### src/hw/rtl/swmsd_pkg.sv
// swmsd_pkg: shared widths, types and control structs for the
// sliding window mean / stddev block. No dependencies.
`timescale 1ns / 1ps

package swmsd_pkg;

  // fixed field widths
  localparam int unsigned SAMPLE_W   = 24;  // signed Q15.8 sample and mean
  localparam int unsigned VAR_W      = 49;  // unsigned Q.16 variance
  localparam int unsigned SD_W       = 25;  // unsigned Q.8 standard deviation
  localparam int unsigned SQ_TERM_W  = 2 * SAMPLE_W;  // one squared deviation

  // square root datapath: radicand padded to an even width
  localparam int unsigned RAD_W      = 2 * SD_W;
  localparam int unsigned ROOT_REM_W = SD_W + 2;

  typedef logic signed [SAMPLE_W-1:0] sample_t;

  // divider launch control
  typedef struct packed {
    logic start;       // load dividend and begin
    logic short_div;   // dividend is the narrow mean sum
  } div_ctrl_t;

endpackage

### src/hw/rtl/swmsd_sqrt.sv
// swmsd_sqrt: digit-by-digit integer square root, one root bit per cycle.
// Uses swmsd_pkg widths.
`timescale 1ns / 1ps

module swmsd_sqrt
  import swmsd_pkg::*;
(
  input  logic             clk_i,
  input  logic             rst_ni,
  input  logic             start_i,
  input  logic [VAR_W-1:0] radicand_i,
  output logic             done_o,
  output logic [SD_W-1:0]  root_o
);

  localparam int unsigned CNT_W = $clog2(SD_W + 1);

  logic [RAD_W-1:0]      rad_q;
  logic [ROOT_REM_W-1:0] rem_q, rem_d;
  logic [SD_W-1:0]       root_q, root_d;
  logic [CNT_W-1:0]      cnt_q;
  logic                  busy_q;
  logic                  done_q;
  logic [ROOT_REM_W+1:0] rem_sh;
  logic [ROOT_REM_W+1:0] trial;

  // bring down two radicand bits and try the next root bit
  always_comb begin
    rem_sh = {rem_q, rad_q[RAD_W-1 -: 2]};
    trial  = {2'b00, root_q, 2'b01};
    if (rem_sh >= trial) begin
      rem_d  = ROOT_REM_W'(rem_sh - trial);
      root_d = {root_q[SD_W-2:0], 1'b1};
    end else begin
      rem_d  = rem_sh[ROOT_REM_W-1:0];
      root_d = {root_q[SD_W-2:0], 1'b0};
    end
  end

  // iteration control
  always_ff @(posedge clk_i or negedge rst_ni) begin
    if (!rst_ni) begin
      busy_q <= 1'b0;
      done_q <= 1'b0;
      cnt_q  <= '0;
    end else begin
      done_q <= 1'b0;
      if (start_i) begin
        busy_q <= 1'b1;
        cnt_q  <= CNT_W'(SD_W);
      end else if (busy_q) begin
        cnt_q <= cnt_q - 1'b1;
        if (cnt_q == CNT_W'(1)) begin
          busy_q <= 1'b0;
          done_q <= 1'b1;
        end
      end
    end
  end

  // radicand, remainder and root registers
  always_ff @(posedge clk_i) begin
    if (start_i) begin
      rad_q  <= {{(RAD_W-VAR_W){1'b0}}, radicand_i};
      rem_q  <= '0;
      root_q <= '0;
    end else if (busy_q) begin
      rad_q  <= {rad_q[RAD_W-3:0], 2'b00};
      rem_q  <= rem_d;
      root_q <= root_d;
    end
  end

  assign done_o = done_q;
  assign root_o = root_q;

endmodule

### config.mk
export PLATFORM = sky130hd
export DESIGN_NAME = swmsd_sqrt
export DESIGN_NICKNAME = d
export VERILOG_FILES = /design/src/hw/rtl/swmsd_pkg.sv /design/src/hw/rtl/swmsd_sqrt.sv
export SDC_FILE = /design/constraint.sdc
export NUM_CORES = 1
export LEC_CHECK = 0
export BUFFER_PORTS_ARGS = -buffer_cell sky130_fd_sc_hd__buf_4
export CAP_MARGIN = 0
export CELL_PAD_IN_SITES_DETAIL_PLACEMENT = 1
export CELL_PAD_IN_SITES_GLOBAL_PLACEMENT = 1
export CORE_AREA = 3 3 162 117
export CTS_CLUSTER_SIZE = 30
export DETAILED_ROUTE_END_ITERATION = 7
export DIE_AREA = 0 0 165 120
export PLACE_DENSITY_LB_ADDON = 0.3
export SYNTH_ARGS = -nofsm -noshare
export SYNTH_HDL_FRONTEND = slang
export SYNTH_SLANG_ARGS = --single-unit
### constraint.sdc
create_clock -name clk_i -period 7 [get_ports clk_i]
set_input_delay 1.05 -clock clk_i [delete_from_list [all_inputs] [get_ports clk_i]]
set_output_delay 1.05 -clock clk_i [all_outputs]
set_load 0.01 [all_outputs]
; ---- After elaboration in Yosys (flattened, before gate mapping)
; Index checks and enable logic that the tools add are counted.
[classes]
n_lt_le_gt_ge = 1
reduce_logical = 1
eq_ne = 1
addsub = 2
n_mux = 12
[ops]
columns = operator, count
row1 = $mux 49, 2
row2 = $ge 29x27->1, 1
row3 = $mux 27, 1
row4 = $sub 27x27->27, 1
row5 = $mux 5, 2
row6 = $mux 1, 7
row7 = $eq 5x1->1 const B, 1
row8 = $sub 5x1->5 const B, 1
row9 = $reduce_bool 2->1, 1
[totals]
output_inout_bits = 26
wordCells = 24
register_bits = 109
inputBits = 52

; ---- Logic depth before layout (Yosys ltp)
[logic_depth]
ltp_word = 4
depth_mapped = 13

; ---- Least setup slack after synthesis
; Ideal clock, no wire load.
[synth_timing]
path_kind = input port to flip-flop
from = input start_i
to = register rad_q[0], enable pin
t_required_ns = 6.597
t_arrival_ns = 2.571
cell_stages = 4
slack_ns = 4.026
setup_time_ns = 0.403
n_path_buf = 2
path_cell_list = clkbuf_1 nor2_1 clkbuf_1 inv_1
[synth_via]
elab_chain_cells = 1
[synth_lines]
columns = item, line
row1 = from (decl), swmsd_sqrt.sv:10  ; input logic start_i,
row2 = $reduce_bool 2->1 (no line), --
row3 = to (signal assigned), swmsd_sqrt.sv:64  ; rad_q <= {{(RAD_W-VAR_W){1'b0}}, radicand_i};
row4 = to (signal assigned), swmsd_sqrt.sv:68  ; rad_q <= {rad_q[RAD_W-3:0], 2'b00};
row5 = to (decl), swmsd_sqrt.sv:18  ; logic [RAD_W-1:0] rad_q;
; No other way between the ends.
; A chain may end at the register's enable or synchronous reset.

; ---- Worst setup path in the final report
[layout_timing]
from = register root_q[0] (netlist: root_o[0])
to = register rem_q[8]
[layout_via]
elab_chain_cells = 2
word_cells_on_any_way = 3
classes_between = 1 x add/sub / 1 x order compare / 1 x mux
[layout_lines]
columns = item, line
row1 = from (decl), swmsd_sqrt.sv:20  ; logic [SD_W-1:0] root_q, root_d;
row2 = from (signal assigned), swmsd_sqrt.sv:70  ; root_q <= root_d;
row3 = $sub 27x27->27 or $ge 29x27->1 (tied branches), "swmsd_sqrt.sv:32, swmsd_sqrt.sv:31"
row4 = $mux 27 *, swmsd_sqrt.sv:31  ; if (rem_sh >= trial) begin
row5 = to (signal assigned), swmsd_sqrt.sv:69  ; rem_q <= rem_d;
row6 = to (decl), swmsd_sqrt.sv:19  ; logic [ROOT_REM_W-1:0] rem_q, rem_d;
; Mark *: on every way between the ends. The rest lies on a longest branch, timed or not.

==> metrics.md <==
| Metric | Value |
|---|---|
| Post-DRT Antenna Nets | `0` |
| Most common cell in the netlist | `nor2_1` |
| Achievable frequency | `0.296 GHz` |
| CP required | `7.27 ns` |
| Post-Syn Instances | `581` |
| Sequential share of the synthesized area | `44.6%` |
| Via density | `5.00` |
| Design area | `0.00693 sq mm` |
| Sw frac | `39.6%` |
| Met1 Use GR | `21.9%` |
| Complex-gate fraction of the synthesized area | `11.7%` |
| Area grow syn2layout | `14.0%` |
| Clock slew at reported path FFs | `0.08 ns` |
| Largest net degree at the start of global routing | `67` |
| Int Pwr | `1.60 mW` |
| Die X-Extent | `165 um` |
| Layout cells sized above 1 | `24.0%` |
| Critical path, cell by cell | `inv_1 > ha_1 > o21ai_0 > a211oi_1 > o221a_1 > a21bo_2 > a41oi_4 > o21ai_2 > nand2_4 > and3b_1 > nor4_1` |
| Total CTS buffers | `9` |
| Largest family of logic cells by synthesized area | `multiplexers` |
| First-pass DRT Iterations | `4` |
| Setup crit end kind | `flip-flop` |
| RD Place Congestion | `0.822` |
| Pleak | `2.95 nW` |
| Post-synth ARST share | `6.42%` |
| Hold Buf Count CTS | `0` |
| Max cap viols | `0` |
| CTS root buf | `clkbuf_16` |
| EDFF count, synth | `49` |
| Post-Synth Simple-Gate Area | `10.6%` |
| Min Tclk post-route | `3.37 ns` |
| XOR/XNOR Fraction of Synth Area | `3.89%` |
| Final #Nets | `697` |
| PwrDens | `381 mW/mm^2` |
| Met3 Track Usage GR | `3.04%` |
| IO buf count | `77` |
| Maximum buffer depth of the clock tree | `2` |
| RR Startpoint | `root_o[0]$_SDFFE_PP0P_` |
| Util after Layout | `39.1%` |
| Peak VDD IR | `0.000184 V` |
| Clk pwr share | `19.6%` |
| Die ar. | `0.0198 sq mm` |
| Outcome | `completed` |
| Period utilization | `48.2%` |
| P_sw | `1.05 mW` |
| Gr ovfl total | `0` |
| Setup violators final | `0` |
| Prevailing post-synth register cell | `dfxtp_1` |
| R2R depth | `11` |
| Worst path arrival time | `3.64 ns` |
| Cell area after synthesis | `0.00608 sq mm` |
| CTS tree | `done` |
| Relative max-transition margin | `30.0%` |
| Ant diodes | `0` |
| Synth top cells by count | `nor2_1, dfxtp_1, edfxtp_1` |
| Vias in the first global route | `4,440` |
| Final HPWL from detailed placement | `9.88 mm` |
| DRC | `0` |
| Post_cts resized | `0` |
| Gr usage total | `14.7%` |
| CP Class | `flip-flop to flip-flop` |
| Wire length per cell | `16.5 um` |
| Post-synthesis mux area share | `15.8%` |
| Initial antenna violation count | `0` |
| FF-to-FF setup slack | `3.63 ns` |
| Clock Sinks | `109` |
| Slew Viols, Final | `0` |
| Initial DRC Count | `223` |
| Busiest grt layer | `met1` |
| Vias | `4,288` |
| HP Class | `input pin to asynchronous set/reset pin` |
| Synth cell types | `57` |
| Final Hold Fails | `0` |
| Unrepaired setup endpoints after global routing | `false` |
| Worst Setup Start Kind | `flip-flop` |
| Post-CTS setup buffers | `0` |
| Setup_tns | `0 ns` |
| CP max FO | `32` |
| Site Rows | `41` |
| FF+latch count, synth | `109` |
| Clk_lat worst skew | `0.36 ns` |
| Post-Syn Nets | `662` |
| Sequential share of power | `31.9%` |
| Initial Util | `34.3%` |
| Ys Warns | `0` |
| Core ar. | `0.0177 sq mm` |
| Placed cell areas | `0.00663 sq mm` |
| GR met2 Demand/Resource | `21.7%` |
| Worst-Margin Slew | `1.05 ns` |
| Total Power | `2.64 mW` |
| R2r endpoint | `rem_q[8]$_SDFFE_PP0P_` |
| Die height | `120 um` |
| Critical path's slowest cell | `a211oi_1` |
| Routed Wire Length | `14.2 mm` |
| Largest area contributor in the netlist | `edfxtp_1` |
| Top cells by area, synth | `edfxtp_1, dfxtp_1, mux2_2, mux2i_1, ha_1` |
| Post-Synth Adder-Cell Area | `5.97%` |
| Logic gate share of total power | `48.6%` |
| Share of the synthesized area in the top cell type | `24.2%` |
| H-tree lvl count | `3` |
| Final Skew | `0.0110 ns` |
| I/O pin cnt | `78` |
| First-pass GRT wire length | `23.3 mm` |
| Mean post-synth cell area | `10.5 sq um` |
| CP peak stage delay | `0.51 ns` |
[how the worst max path moves through the flow]
stage	startpoint	end	slack, ns	cells past startpoint
final	root_o[0]$_SDFFE_PP0P_	rem_q[8]$_SDFFE_PP0P_	3.63	11
after global routing	root_o[3]$_SDFFE_PP0P_	rem_q[26]$_SDFFE_PP0P_	3.25	10
after floorplan	start_i	rad_q[0]$_SDFFCE_PN0P_	4.03	4
after global placement	start_i	rad_q[1]$_SDFFCE_PN0P_	3.66	3
after CTS	root_o[0]$_SDFFE_PP0P_	rem_q[8]$_SDFFE_PP0P_	3.61	11
after detailed placement	start_i	rad_q[43]$_DFFE_PP_	3.58	3
[routing by layer]
metal	wire (um)	share of wire, %
met2	6220	44
met1	7350	52
met5	0	0
met4	134	0.95
met3	456	3.2
[layout make-up]
class                           instances  area, sq um
Fill cell                            1960        10800
Clock inverter                          7         68.8
Tap cell                              236          295
Clock buffer                            9          225
Sequential cell                       109         2710
Timing Repair Buffer                   79          593
Inverter                               33          124
Multi-Input combinational cell        384         2910
[power by group through the flow]
stage	logic, mW	registers [mW]	clock network (mW)
after floorplan	1.06	0.825	0
after global placement	1.23	0.852	0
after detailed placement	1.27	0.856	0
after CTS	1.28	0.843	0.534
after global routing	1.43	0.854	0.559
final	1.28	0.841	0.517
[through the flow]
step / hold WS [ns] / cells / setup WS (ns)
after floorplan: 0.428 / 581 / 4.03
after global placement: 0.446 / 841 / 3.66
after detailed placement: 0.463 / 841 / 3.58
after CTS: 0.471 / 857 / 3.61
after global routing: 0.468 / 857 / 3.25
final: 0.478 / 857 / 3.63
[state kept, by name (all words and copies together), names as in the netlist]
register  flops
busy_q        1
cnt_q         5
done_o        1
rad_q        50
rem_q        27
root_o       25
[critical path: cells and delay by family (launching register included)]
kind                     cells  cell delay (ns)
buffers and inverters        1             0.07
AND/OR/NAND/NOR              3             0.86
AO/OA/AOI/OAI                6             1.60
flip-flops                   1             0.38
adder cells (fa/ha/maj)      1             0.34
[cells in the final DEF, fill, tap and decap left out, types with 3 or more instances in the layout]
master / count
inv_1: 32
nor2b_1: 5
clkbuf_16: 9
o21ai_1: 4
nand2b_1: 5
xnor2_1: 18
mux2i_1: 43
dfxtp_1: 53
a21o_1: 9
xor2_1: 9
and3_1: 5
o21a_1: 5
mux2_2: 47
ha_1: 29
nand3_1: 8
dfrtp_1: 6
o31ai_1: 3
o211ai_1: 3
nor3_1: 7
nor2_1: 57
and2_1: 3
edfxtp_1: 49
o21ai_0: 14
nand4_1: 7
a32oi_1: 5
a211oi_1: 18
a21oi_1: 21
nand2_1: 30
buf_4: 79
[logic make-up (layout without fill, tap and decap cells)]
kind of cell	Yosys count	count (layout)
flip-flops	109	109
adder cells (fa/ha/maj)	29	29
XOR/XNOR	27	27
AND/OR/NAND/NOR	137	137
buffers and inverters	88	128
AO/OA/AOI/OAI	101	101
multiplexers	90	90
(Power assumes the default switching activity.)
