[src/hw/rtl/swmsd_pkg.sv]
// swmsd_pkg: shared widths, types and control structs for the
// sliding window mean / stddev block. No dependencies.
`timescale 1ns / 1ps

package swmsd_pkg;

  // fixed field widths
  localparam int unsigned SAMPLE_W   = 24;  // signed Q15.8 sample and mean
  localparam int unsigned VAR_W      = 49;  // unsigned Q.16 variance
  localparam int unsigned SD_W       = 25;  // unsigned Q.8 standard deviation
  localparam int unsigned SQ_TERM_W  = 2 * SAMPLE_W;  // one squared deviation

  // square root datapath: radicand padded to an even width
  localparam int unsigned RAD_W      = 2 * SD_W;
  localparam int unsigned ROOT_REM_W = SD_W + 2;

  typedef logic signed [SAMPLE_W-1:0] sample_t;

  // divider launch control
  typedef struct packed {
    logic start;       // load dividend and begin
    logic short_div;   // dividend is the narrow mean sum
  } div_ctrl_t;

endpackage

[src/hw/rtl/swmsd_ring.sv]
// swmsd_ring: sample ring storage, one write port and one registered read port.
// Per-entry valid bits make never-written slots read as zero. Uses swmsd_pkg.
`timescale 1ns / 1ps

module swmsd_ring
  import swmsd_pkg::*;
#(
  parameter int unsigned DEPTH  = 20,
  parameter int unsigned ADDR_W = 5
) (
  input  logic              clk_i,
  input  logic              rst_ni,
  input  logic              wr_en_i,
  input  logic [ADDR_W-1:0] wr_addr_i,
  input  sample_t           wr_data_i,
  input  logic              rd_en_i,
  input  logic [ADDR_W-1:0] rd_addr_i,
  output logic              rd_valid_o,
  output sample_t           rd_data_o
);

  sample_t          mem [DEPTH];
  logic [DEPTH-1:0] slot_vld_q;
  sample_t          rd_data_q;
  logic             rd_hit_q;
  logic             rd_valid_q;

  // storage array write
  always_ff @(posedge clk_i) begin
    if (wr_en_i) begin
      mem[wr_addr_i] <= wr_data_i;
    end
  end

  // written-slot flags, cleared by reset
  always_ff @(posedge clk_i or negedge rst_ni) begin
    if (!rst_ni) begin
      slot_vld_q <= '0;
    end else if (wr_en_i) begin
      slot_vld_q[wr_addr_i] <= 1'b1;
    end
  end

  // registered read data
  always_ff @(posedge clk_i) begin
    if (rd_en_i) begin
      rd_data_q <= mem[rd_addr_i];
      rd_hit_q  <= slot_vld_q[rd_addr_i];
    end
  end

  // read beat strobe
  always_ff @(posedge clk_i or negedge rst_ni) begin
    if (!rst_ni) begin
      rd_valid_q <= 1'b0;
    end else begin
      rd_valid_q <= rd_en_i;
    end
  end

  assign rd_valid_o = rd_valid_q;
  assign rd_data_o  = rd_hit_q ? rd_data_q : '0;

endmodule

[config.mk]
export PLATFORM = sky130hd
export DESIGN_NAME = swmsd_ring
export DESIGN_NICKNAME = d
export VERILOG_FILES = /design/src/hw/rtl/swmsd_pkg.sv /design/src/hw/rtl/swmsd_ring.sv
export SDC_FILE = /design/constraint.sdc
export NUM_CORES = 1
export LEC_CHECK = 0
export BUFFER_PORTS_ARGS = -buffer_cell sky130_fd_sc_hd__clkbuf_2
export CAP_MARGIN = 30
export CORE_ASPECT_RATIO = 1.2
export CORE_UTILIZATION = 50
export CTS_CLUSTER_SIZE = 25
export DETAILED_ROUTE_END_ITERATION = 12
export GPL_TIMING_DRIVEN = 0
export PLACE_DENSITY_LB_ADDON = 0.15
export SLEW_MARGIN = 20
export SYNTH_ARGS = -nofsm -noshare
export SYNTH_HDL_FRONTEND = slang
export SYNTH_SLANG_ARGS = --single-unit
[constraint.sdc]
create_clock -name clk_i -period 4.65 [get_ports clk_i]
set_clock_uncertainty 0.05 [all_clocks]
set_input_delay 0.465 -clock clk_i [delete_from_list [all_inputs] [get_ports clk_i]]
set_output_delay 0.465 -clock clk_i [all_outputs]
set_load 0.005 [all_outputs]
Word level (Yosys, flattened, before mapping)
Memories as Yosys holds them, arrays and structs flattened. A register that Yosys moved wholly into a read port is not among the register bits.
Index checks and enable logic that the tools add are counted.

word-level totals
  register bits after elaboration = 22
  memory bits (writable) = 480
  bits of input ports = 38
  output and inout port bits = 25
  memories = 1

cells by class
  magnitude comparators = 3
  multiplexer cells = 7
  bitwise logic cells = 1
  reductions and logical operators = 1

memory list
  name  depth  width  read ports  clocked after Yosys merged registers in  write ports  RTL line          text
  mem   20     24     1           1                                        1            swmsd_ring.sv:22  sample_t mem [DEPTH];

operators with widths
  operator              number
  $mux W24              1
  $or A20 B20 Y20       1
  $lt A5 B6 Y1 const B  2
  $bmux W1 S5           1
  $demux W1 S5          1
  $ge A5 B1 Y1 const B  1
  $mux W1               4
  $logic_and A1 B1 Y1   1

Depth between registers and ports, before layout
Gate-level depths: netlist of the first run.

  depth in word-level cells = 5
  gate-level depth with buffers = 8
  gate-level depth less buffers = 4

Worst setup path after synthesis of the first run
No wires, ideal clock.

  path type = in2reg
  from = input port wr_addr_i[0]
  to = memory mem[12][0] (netlist name) (enable)
  library setup time = 406 ps
  arrival = 2059 ps
  slack = 2135 ps
  stages on the path = 2
  path buffers = 0
  path through = or3b_2 > nor2_1

RTL lines
  what             RTL line          text
  start, declared  swmsd_ring.sv:14  input logic [ADDR_W-1:0] wr_addr_i,
  end, declared    swmsd_ring.sv:22

No word-level cell before the write port.

Worst setup path after layout of the first run
  from = register rd_hit_q
  to = output port rd_data_o[3]

between the ends
  longest elaborated chain between the ends = 1

ends and longest elaborated chain
  what                    RTL line          text
  start, declared         swmsd_ring.sv:25  logic rd_hit_q;
  start signal, assigned  swmsd_ring.sv:48  rd_hit_q <= slot_vld_q[rd_addr_i];
  $mux W24                swmsd_ring.sv:62  assign rd_data_o = rd_hit_q ? rd_data_q : '0;
  end, declared           swmsd_ring.sv:19  output sample_t rd_data_o

Every way passes these cells.

==> impl_results.html, run 1 <==
<table>
<tr><th>Metric</th><th>Value</th></tr>
<tr><th colspan="2">Setup path</th></tr>
<tr><td>Endpoint type of the worst setup path</td><td>primary output</td></tr>
<tr><td>Cell with the largest stage delay on the worst path</td><td>sky130_fd_sc_hd__clkbuf_1</td></tr>
<tr><td>Setup slack of the worst register-to-register path</td><td>2810 ps</td></tr>
<tr><td>Startpoint type of the worst setup path</td><td>flip-flop</td></tr>
<tr><td>Data required, critical path</td><td>4140 ps</td></tr>
<tr><td>CP bufs+invs</td><td>2</td></tr>
<tr><td>Highest net fanout along the worst path</td><td>10</td></tr>
<tr><td>Worst setup path class</td><td>reg -&gt; out</td></tr>
<tr><td>Family of cells with the greatest summed delay on the critical path</td><td>buffers and inverters</td></tr>
<tr><td>Longest individual stage delay on the worst path</td><td>670 ps</td></tr>
<tr><td>Crit path cell chain</td><td>clkbuf_1, and2_1, clkbuf_2</td></tr>
<tr><td>CP arrival</td><td>2250 ps</td></tr>
<tr><th colspan="2">Power and ir drop</th></tr>
<tr><td>Design internal power</td><td>7.61 mW</td></tr>
<tr><td>Leakage Power</td><td>7.52 nW</td></tr>
<tr><td>Sequential Power Share</td><td>0.556</td></tr>
<tr><td>Overall power of the completed layout</td><td>9.61 mW</td></tr>
<tr><td>Power density of the placed cells</td><td>413 nW/um2</td></tr>
<tr><td>Peak VDD IR</td><td>0.000296 V</td></tr>
<tr><td>Fraction of power spent switching nets</td><td>0.209</td></tr>
<tr><td>Clk network pwr share</td><td>0.386</td></tr>
<tr><td>Total net switching power</td><td>2.00 mW</td></tr>
<tr><td>Part of the total power dissipated in combinational logic</td><td>0.058</td></tr>
<tr><th colspan="2">Floorplanning</th></tr>
<tr><td>Number of standard-cell rows in the floorplan</td><td>80</td></tr>
<tr><td>Ports</td><td>63</td></tr>
<tr><td>Die height</td><td>221 um</td></tr>
<tr><td>Die ar.</td><td>40,900 um2</td></tr>
<tr><td>Core outline area</td><td>39,600 um2</td></tr>
<tr><td>Starting utilization of the core area</td><td>0.506</td></tr>
<tr><td>X dimension of the die</td><td>185 um</td></tr>
<tr><th colspan="2">Cells and area</th></tr>
<tr><td>Relative area change from synthesis to final layout</td><td>16.0%</td></tr>
<tr><td>Commonest cells after routing, fill and taps aside</td><td>505 x sky130_fd_sc_hd__edfxtp_1, 101 x sky130_fd_sc_hd__mux4_2, 60 x sky130_fd_sc_hd__clkbuf_2, 51 x sky130_fd_sc_hd__clkbuf_16, 49 x sky130_fd_sc_hd__mux2i_1</td></tr>
<tr><td>Post-layout nets</td><td>1,107</td></tr>
<tr><td>Post-Route Utilization</td><td>0.587</td></tr>
<tr><td>Commonest non-fill, non-tap cell in the layout</td><td>sky130_fd_sc_hd__edfxtp_1</td></tr>
<tr><td>Number of diodes added for antenna fixing</td><td>0</td></tr>
<tr><td>Ratio of cells with drive above 1 in the final layout</td><td>0.288</td></tr>
<tr><th colspan="2">Logic synthesis</th></tr>
<tr><td>Syn_nets</td><td>969</td></tr>
<tr><td>Post-synth top flop</td><td>sky130_fd_sc_hd__edfxtp_1</td></tr>
<tr><td>Biggest area consumer among synthesized cells</td><td>sky130_fd_sc_hd__edfxtp_1</td></tr>
<tr><td>Largest family of logic cells by synthesized area</td><td>multiplexers</td></tr>
<tr><td>Fraction of the mapped netlist area in simple logic gates</td><td>0.0311</td></tr>
<tr><td>Async set or reset register ratio after synthesis</td><td>0.0399</td></tr>
<tr><td>Number of flops mapped to enable cells by yosys</td><td>505</td></tr>
<tr><td>Share of synthesized area spent on multiplexers</td><td>0.139</td></tr>
<tr><td>Number of instances in the synthesized netlist</td><td>931</td></tr>
<tr><td>Yosys Warn Count</td><td>0</td></tr>
<tr><td>Xor/xnor share of the synthesized area</td><td>0</td></tr>
<tr><td>Yosys top cell area share</td><td>0.757</td></tr>
<tr><td>Sequential cell area fraction in the yosys report</td><td>0.783</td></tr>
<tr><td>Seq cells post-synth</td><td>526</td></tr>
<tr><td>Mapped cell area</td><td>20,000 um2</td></tr>
<tr><td>Area fraction in compound gates after synthesis</td><td>0.0316</td></tr>
<tr><td>Mean post-synth cell area</td><td>21.5 um2</td></tr>
<tr><td>Area share of fa/ha/maj cells after synthesis</td><td>0</td></tr>
<tr><td>Netlist cell types</td><td>30</td></tr>
<tr><td>Cells taking the most area after synthesis</td><td>sky130_fd_sc_hd__edfxtp_1 76%, sky130_fd_sc_hd__mux4_2 11%, sky130_fd_sc_hd__dfrtp_1 2.6%, sky130_fd_sc_hd__mux2i_1 2.4%, sky130_fd_sc_hd__a211oi_1 0.86%</td></tr>
<tr><th colspan="2">Drt</th></tr>
<tr><td>Sum of met2 wire segment lengths after detailed routing</td><td>23,600 um</td></tr>
<tr><td>Via/cell ratio</td><td>5.91</td></tr>
<tr><td>Post-route met1 wirelength</td><td>18,600 um</td></tr>
<tr><td>Count of unresolved DRC violations after routing</td><td>0</td></tr>
<tr><td>Avg WL per Cell</td><td>28.1 um</td></tr>
<tr><td>TritonRoute pass-1 iters</td><td>5</td></tr>
<tr><td>Met3 wire len</td><td>2560 um</td></tr>
<tr><td>Detailed Route WL</td><td>46,000 um</td></tr>
<tr><td>DRT antenna net count</td><td>0</td></tr>
<tr><td>Drt first-iter violations</td><td>900</td></tr>
<tr><td>Top layer in use</td><td>met4</td></tr>
<tr><td>DR vias</td><td>9,668</td></tr>
<tr><th colspan="2">STA</th></tr>
<tr><td>Crit share post-route</td><td>0.595</td></tr>
<tr><td>Fin. max-slew vios</td><td>0</td></tr>
<tr><td>Peak Freq</td><td>361 MHz</td></tr>
<tr><td>Shortest period the worst path allows</td><td>2770 ps</td></tr>
<tr><td>WHS</td><td>305 ps</td></tr>
<tr><td>Worst max-slew margin expressed relative to the limit</td><td>0.356</td></tr>
<tr><td>Final Worst Setup Slack</td><td>1880 ps</td></tr>
<tr><td>Final count of hold timing violations</td><td>0</td></tr>
<tr><td>Total negative slack</td><td>0 ps</td></tr>
<tr><td>Final setup violation count</td><td>0</td></tr>
<tr><td>Worst Max-Slew Pin Slew</td><td>966 ps</td></tr>
<tr><td>RSZ-0062 raised after global routing</td><td>no</td></tr>
<tr><th colspan="2">Global routing</th></tr>
<tr><td>Congestion Overflow GR</td><td>0</td></tr>
<tr><td>Number of antenna violations at the first check in global routing</td><td>0</td></tr>
<tr><td>Maximum number of pins on one net before global-route repair</td><td>22</td></tr>
<tr><td>Tot GR Track Use</td><td>0.236</td></tr>
<tr><td>Via count of the first global-routing pass</td><td>9,896</td></tr>
<tr><td>First-pass GRT wire length</td><td>67,300 um</td></tr>
<tr><th colspan="2">Placement</th></tr>
<tr><td>Final RePlAce weighted congestion</td><td>0.727</td></tr>
<tr><td>Count of input and output buffers</td><td>60</td></tr>
<tr><td>Detailed placement HPWL</td><td>29,500 um</td></tr>
<tr><td>Setup slack at placement</td><td>1620 ps</td></tr>
<tr><th colspan="2">Clock tree</th></tr>
<tr><td>Buffer levels on the longest clock path</td><td>3</td></tr>
<tr><td># clock sinks</td><td>526</td></tr>
<tr><td>Clock latency on the worst-skew pair</td><td>570 ps</td></tr>
<tr><td>Deepest level of the CTS H-tree</td><td>2</td></tr>
<tr><td>CTS hold repair buffers</td><td>1</td></tr>
<tr><td># resized after CTS</td><td>0</td></tr>
<tr><td>Root buf cell</td><td>sky130_fd_sc_hd__clkbuf_16</td></tr>
<tr><td>CTS tree</td><td>done</td></tr>
<tr><td>Total CTS buffers</td><td>49</td></tr>
<tr><td>Clock-pin slew of the registers on the worst-case setup and hold paths</td><td>60 ps</td></tr>
<tr><td>Setup Fix Bufs, Post-CTS</td><td>0</td></tr>
<tr><th colspan="2">Hold path</th></tr>
<tr><td>Worst Hold Class</td><td>in -&gt; reg</td></tr>
<tr><th colspan="2">Job</th></tr>
<tr><td>Number of maximum-capacitance violations</td><td>0</td></tr>
<tr><th colspan="2">Status</th></tr>
<tr><td>Run status</td><td>complete, no violations</td></tr>
</table>
[power by group through the flow]
stage | sequential (mW) | clock [mW] | combinational, mW
global placement | 5.44 | 0 | 0.536
CTS | 5.34 | 3.75 | 0.573
global route | 5.35 | 3.91 | 0.603
finish | 5.34 | 3.71 | 0.561
detailed placement | 5.44 | 0 | 0.570
floorplan | 5.43 | 0 | 0.318
[registers in the layout (all words and copies together) (netlist names)]
name / flops
mem: 480
rd_valid_o: 1
rd_hit_q: 1
slot_vld_q: 20
rd_data_q: 24
[layout make-up]
| type | instances | area, um2 |
|---|---|---|
| fillers | 2938 | 16400 |
| flip-flops and latches | 526 | 15700 |
| multi-input cells | 355 | 4200 |
| clock buffers | 70 | 1350 |
| repair buffers | 87 | 946 |
| well taps | 533 | 667 |
| plain buffers | 49 | 304 |
| clock inverters | 16 | 98.8 |
| inverters | 1 | 3.75 |
[synthesized netlist by cell type (2+ instances only)]
| cell | count |
|---|---|
| sky130_fd_sc_hd__or3b_2 | 4 |
| sky130_fd_sc_hd__mux2_2 | 2 |
| sky130_fd_sc_hd__nor2b_1 | 25 |
| sky130_fd_sc_hd__edfxtp_1 | 505 |
| sky130_fd_sc_hd__clkbuf_1 | 18 |
| sky130_fd_sc_hd__a211oi_1 | 23 |
| sky130_fd_sc_hd__nand3b_1 | 4 |
| sky130_fd_sc_hd__nor2_1 | 22 |
| sky130_fd_sc_hd__o22ai_1 | 24 |
| sky130_fd_sc_hd__mux2i_1 | 49 |
| sky130_fd_sc_hd__and2_1 | 25 |
| sky130_fd_sc_hd__a21oi_1 | 23 |
| sky130_fd_sc_hd__buf_6 | 12 |
| sky130_fd_sc_hd__buf_4 | 4 |
| sky130_fd_sc_hd__dfrtp_1 | 21 |
| sky130_fd_sc_hd__mux4_2 | 101 |
| sky130_fd_sc_hd__buf_2 | 12 |
| sky130_fd_sc_hd__a22oi_1 | 23 |
| sky130_fd_sc_hd__buf_1 | 3 |
| sky130_fd_sc_hd__nand2_1 | 2 |
| sky130_fd_sc_hd__or2_2 | 20 |
[through the flow]
stage / instances / cell area (um2)
2_1_floorplan: 931 / 20000
3_3_place_gp: 1524 / 21000
3_5_place_dp: 1550 / 21800
4_1_cts: 1637 / 23300
5_1_grt: 1637 / 23300
6_report: 1637 / 23300
[layer usage]
layer | vias up | GRT usage
met5 | - | 0
li1 | 4138 | -
met3 | 71 | 0.0382
met4 | 0 | 0.0770
met2 | 318 | 0.392
met1 | 5141 | 0.319
[kinds of logic (layout without fill, tap and decap cells)]
family          after synthesis  count (layout)
flops                       526             526
compound gates               96              96
buf+inv                      50             223
simple gates                107             107
mux                         152             152
[path summary, 6_finish.rpt]
| path | startpoint | to | cells past startpoint |
|---|---|---|---|
| max | rd_hit_q$_DFFE_PP_ | rd_data_o[3] | 3 |
| min | wr_data_i[8] | mem[18][8]$_DFFE_PP_ | 1 |
| max reg2reg | mem[3][18]$_DFFE_PP_ | rd_data_q[18]$_DFFE_PP_ | 3 |
| min reg2reg | slot_vld_q[6]$_DFFE_PN0P_ | slot_vld_q[6]$_DFFE_PN0P_ | 1 |
| max in group asynchronous | rst_ni | slot_vld_q[17]$_DFFE_PN0P_ | 2 |
| min in group asynchronous | rst_ni | rd_valid_o$_DFF_PN0_ | 2 |
Power figures use the tool's default switching activity.
==> inputs of run 2 (changes only) <==
==> constraint.sdc (replaced) <==
create_clock -name clk_i -period 2.3 [get_ports clk_i]
set_clock_uncertainty 0.05 [all_clocks]
set_input_delay 0.23 -clock clk_i [delete_from_list [all_inputs] [get_ports clk_i]]
set_output_delay 0.23 -clock clk_i [all_outputs]
set_load 0.005 [all_outputs]
==> run 2 against run 1 <==
  * Cell area is essentially flat
  * Hold slack lost 230 ps
  * Via count shrank 0.31%
  * Sequential share of layout area is essentially flat
  * First-iteration DRC count grew 1.3%
  * Largest power group unchanged
  * Clock power grew 100%
  * Non-clock buffer count is the same
  * Largest cell class unchanged
  * Die area is the same
  * Combinational power grew 100%
  * Power grew 100%
==> impl_results.html, run 2 (synthesis gave the netlist of run 1 again) <==
<table>
<tr><th>Metric</th><th>Value</th></tr>
<tr><th colspan="2">Status</th></tr>
<tr><td>Run status</td><td>complete, no violations</td></tr>
<tr><th colspan="2">Power and ir drop</th></tr>
<tr><td>Overall power of the completed layout</td><td>19.4 mW (+100%)</td></tr>
<tr><td>Leakage Power</td><td>7.53 nW (about the same)</td></tr>
<tr><td>Peak VDD IR</td><td>0.000599 V (+100%)</td></tr>
<tr><td>Power density of the placed cells</td><td>835 nW/um2 (+100%)</td></tr>
<tr><th colspan="2">Global routing</th></tr>
<tr><td>Congestion Overflow GR</td><td>0 (unchanged)</td></tr>
<tr><td>First-pass GRT wire length</td><td>67,300 um (unchanged)</td></tr>
<tr><td>Tot GR Track Use</td><td>0.236 (unchanged)</td></tr>
<tr><td>Via count of the first global-routing pass</td><td>9,896 (unchanged)</td></tr>
<tr><td>Number of antenna violations at the first check in global routing</td><td>0 (unchanged)</td></tr>
<tr><td>Maximum number of pins on one net before global-route repair</td><td>22 (unchanged)</td></tr>
<tr><th colspan="2">Floorplanning</th></tr>
<tr><td>Starting utilization of the core area</td><td>0.506 (unchanged)</td></tr>
<tr><td>Die height</td><td>221 um (unchanged)</td></tr>
<tr><td>X dimension of the die</td><td>185 um (unchanged)</td></tr>
<tr><td>Core outline area</td><td>39,600 um2 (unchanged)</td></tr>
<tr><td>Number of standard-cell rows in the floorplan</td><td>80 (unchanged)</td></tr>
<tr><td>Die ar.</td><td>40,900 um2 (unchanged)</td></tr>
<tr><td>Ports</td><td>63 (unchanged)</td></tr>
<tr><th colspan="2">Setup path</th></tr>
<tr><td>Startpoint type of the worst setup path</td><td>flip-flop</td></tr>
<tr><td>Levels on crit path</td><td>3 (unchanged)</td></tr>
<tr><td>Highest net fanout along the worst path</td><td>10 (unchanged)</td></tr>
<tr><td>Endpoint type of the worst setup path</td><td>primary output</td></tr>
<tr><td>Dominant cell type by count on the critical path</td><td>sky130_fd_sc_hd__clkbuf_2</td></tr>
<tr><td>Worst setup path class</td><td>reg -&gt; out</td></tr>
<tr><td>Crit path cell chain</td><td>clkbuf_2, and2_1, clkbuf_2</td></tr>
<tr><td>Longest individual stage delay on the worst path</td><td>540 ps (-130 ps)</td></tr>
<tr><td>Cell with the largest stage delay on the worst path</td><td>sky130_fd_sc_hd__edfxtp_1</td></tr>
<tr><td>Family of cells with the greatest summed delay on the critical path</td><td>buffers and inverters</td></tr>
<tr><td>Length in cells of the worst reg-to-reg path</td><td>3 (unchanged)</td></tr>
<tr><td>CP bufs+invs</td><td>2 (unchanged)</td></tr>
<tr><td>CP arrival</td><td>1940 ps (-310 ps)</td></tr>
<tr><td>Data required, critical path</td><td>2020 ps (-2120 ps)</td></tr>
<tr><th colspan="2">Placement</th></tr>
<tr><td>Detailed placement HPWL</td><td>29,500 um (unchanged)</td></tr>
<tr><td>Count of input and output buffers</td><td>60 (unchanged)</td></tr>
<tr><td>Placed cell area</td><td>21,800 um2 (unchanged)</td></tr>
<tr><td>Final RePlAce weighted congestion</td><td>0.727 (unchanged)</td></tr>
<tr><th colspan="2">Clock tree</th></tr>
<tr><td>Buffer levels on the longest clock path</td><td>3 (unchanged)</td></tr>
<tr><td>Root buf cell</td><td>sky130_fd_sc_hd__clkbuf_16</td></tr>
<tr><td>Clock-pin slew of the registers on the worst-case setup and hold paths</td><td>60 ps (about the same)</td></tr>
<tr><td># clock sinks</td><td>526 (unchanged)</td></tr>
<tr><td>Clock latency on the worst-skew pair</td><td>570 ps (about the same)</td></tr>
<tr><td>CTS tree</td><td>done</td></tr>
<tr><td>Deepest level of the CTS H-tree</td><td>2 (unchanged)</td></tr>
<tr><td>Setup Fix Bufs, Post-CTS</td><td>0 (unchanged)</td></tr>
<tr><td>Total CTS buffers</td><td>49 (unchanged)</td></tr>
<tr><th colspan="2">Cells and area</th></tr>
<tr><td>Top register by number of flip-flops</td><td>mem</td></tr>
<tr><td>Flip-flop count of the largest register after layout</td><td>480 (unchanged)</td></tr>
<tr><td>Post-layout nets</td><td>1,107 (unchanged)</td></tr>
<tr><td>Relative area change from synthesis to final layout</td><td>16.0% (about the same)</td></tr>
<tr><td>Summed area of non-filler cells in the final layout</td><td>23,300 um2 (about the same)</td></tr>
<tr><td>Registers with the most flip-flops</td><td>mem x480, rd_data_q x24, slot_vld_q x20</td></tr>
<tr><td>Commonest cells after routing, fill and taps aside</td><td>505 x sky130_fd_sc_hd__edfxtp_1, 101 x sky130_fd_sc_hd__mux4_2, 62 x sky130_fd_sc_hd__clkbuf_2, 51 x sky130_fd_sc_hd__clkbuf_16, 49 x sky130_fd_sc_hd__mux2i_1</td></tr>
<tr><td>Number of diodes added for antenna fixing</td><td>0 (unchanged)</td></tr>
<tr><td>Commonest non-fill, non-tap cell in the layout</td><td>sky130_fd_sc_hd__edfxtp_1</td></tr>
<tr><td>Ratio of cells with drive above 1 in the final layout</td><td>0.290 (+0.00181)</td></tr>
<tr><th colspan="2">Drt</th></tr>
<tr><td>TritonRoute pass-1 iters</td><td>5 (unchanged)</td></tr>
<tr><td>Drt first-iter violations</td><td>912 (+1.3%)</td></tr>
<tr><td>DR vias</td><td>9,638 (-0.31%)</td></tr>
<tr><td>DRT antenna net count</td><td>0 (unchanged)</td></tr>
<tr><td>Avg WL per Cell</td><td>28.1 um (-0.16%)</td></tr>
<tr><td>Count of unresolved DRC violations after routing</td><td>0 (unchanged)</td></tr>
<tr><td>Detailed Route WL</td><td>46,000 um (-0.16%)</td></tr>
<tr><td>Via/cell ratio</td><td>5.89 (-0.31%)</td></tr>
<tr><th colspan="2">STA</th></tr>
<tr><td>WHS</td><td>71.7 ps (-234 ps)</td></tr>
<tr><td>Peak Freq</td><td>451 MHz</td></tr>
<tr><td>Fin. max-slew vios</td><td>0 (unchanged)</td></tr>
<tr><td>Worst Max-Slew Pin Slew</td><td>959 ps (-7.00 ps)</td></tr>
<tr><td>Total negative slack</td><td>0 ps (unchanged)</td></tr>
<tr><td>Worst max-slew margin expressed relative to the limit</td><td>0.361 (+0.00466)</td></tr>
<tr><td>Shortest period the worst path allows</td><td>2220 ps</td></tr>
<tr><td>RSZ-0062 raised after global routing</td><td>no</td></tr>
<tr><td>Final count of hold timing violations</td><td>0 (unchanged)</td></tr>
<tr><td>Final setup violation count</td><td>0 (unchanged)</td></tr>
<tr><td>Crit share post-route</td><td>0.964</td></tr>
<tr><th colspan="2">Hold path</th></tr>
<tr><td>Worst Hold Class</td><td>in -&gt; reg</td></tr>
<tr><td>Cell depth of the worst min-delay path</td><td>1 (unchanged)</td></tr>
<tr><th colspan="2">Job</th></tr>
<tr><td>Number of maximum-capacitance violations</td><td>0 (unchanged)</td></tr>
</table>
## run 2: per-stage QoR
step / setup WS, ps / utilization / std cells
floorplan: 20.2 / - / 931
global placement: -1700 / 0.530 / 1524
detailed placement: -497 / 0.550 / 1550
CTS: 76.4 / 0.587 / 1637
global route: 26.3 / 0.587 / 1637
finish: 82.1 / 0.587 / 1637
## run 2: final timing paths
path | slack (ps) | from | to
min in group asynchronous | 130 | rst_ni | rd_valid_o$_DFF_PN0_
worst min-delay path | 70 | wr_data_i[8] | mem[18][8]$_DFFE_PP_
worst min register to register | 410 | slot_vld_q[6]$_DFFE_PN0P_ | slot_vld_q[6]$_DFFE_PN0P_
worst max-delay path | 80 | rd_hit_q$_DFFE_PP_ | rd_data_o[3]
worst max register to register | 440 | mem[3][18]$_DFFE_PP_ | rd_data_q[18]$_DFFE_PP_
max in group asynchronous | 1710 | rst_ni | slot_vld_q[17]$_DFFE_PN0P_
## run 2: final cells by class
cell class	instances	area (um2)
clock buffers	70	1350
flip-flops and latches	526	15700
fillers	2936	16400
well taps	533	667
multi-input cells	355	4200
clock inverters	16	98.8
inverters	1	3.75
plain buffers	49	307
repair buffers	87	946
## run 2: per-layer routing
layer  wire [um]  global-route usage  vias to the layer above
met4        1290              0.0770                        0
met3        2510              0.0382                       71
met2       23600               0.392                      304
met5           0                   0                        -
met1       18600               0.319                     5126
li1            -                   -                     4137
## run 2: repair_timing
item / CTS / global route
gates resized for setup: 2 / 0
endpoints found under the setup margin: 20 / 0
endpoints found under the hold margin: 21 / 0
hold buffers: 1 / 0
## run 2: where the power goes
group          total (mW)  internal (mW)  switching (mW)  leakage [nW]
sequential           10.8           10.7          0.0673          4.81
combinational        1.13          0.481           0.653          2.02
clock                7.49           4.17            3.33         0.697
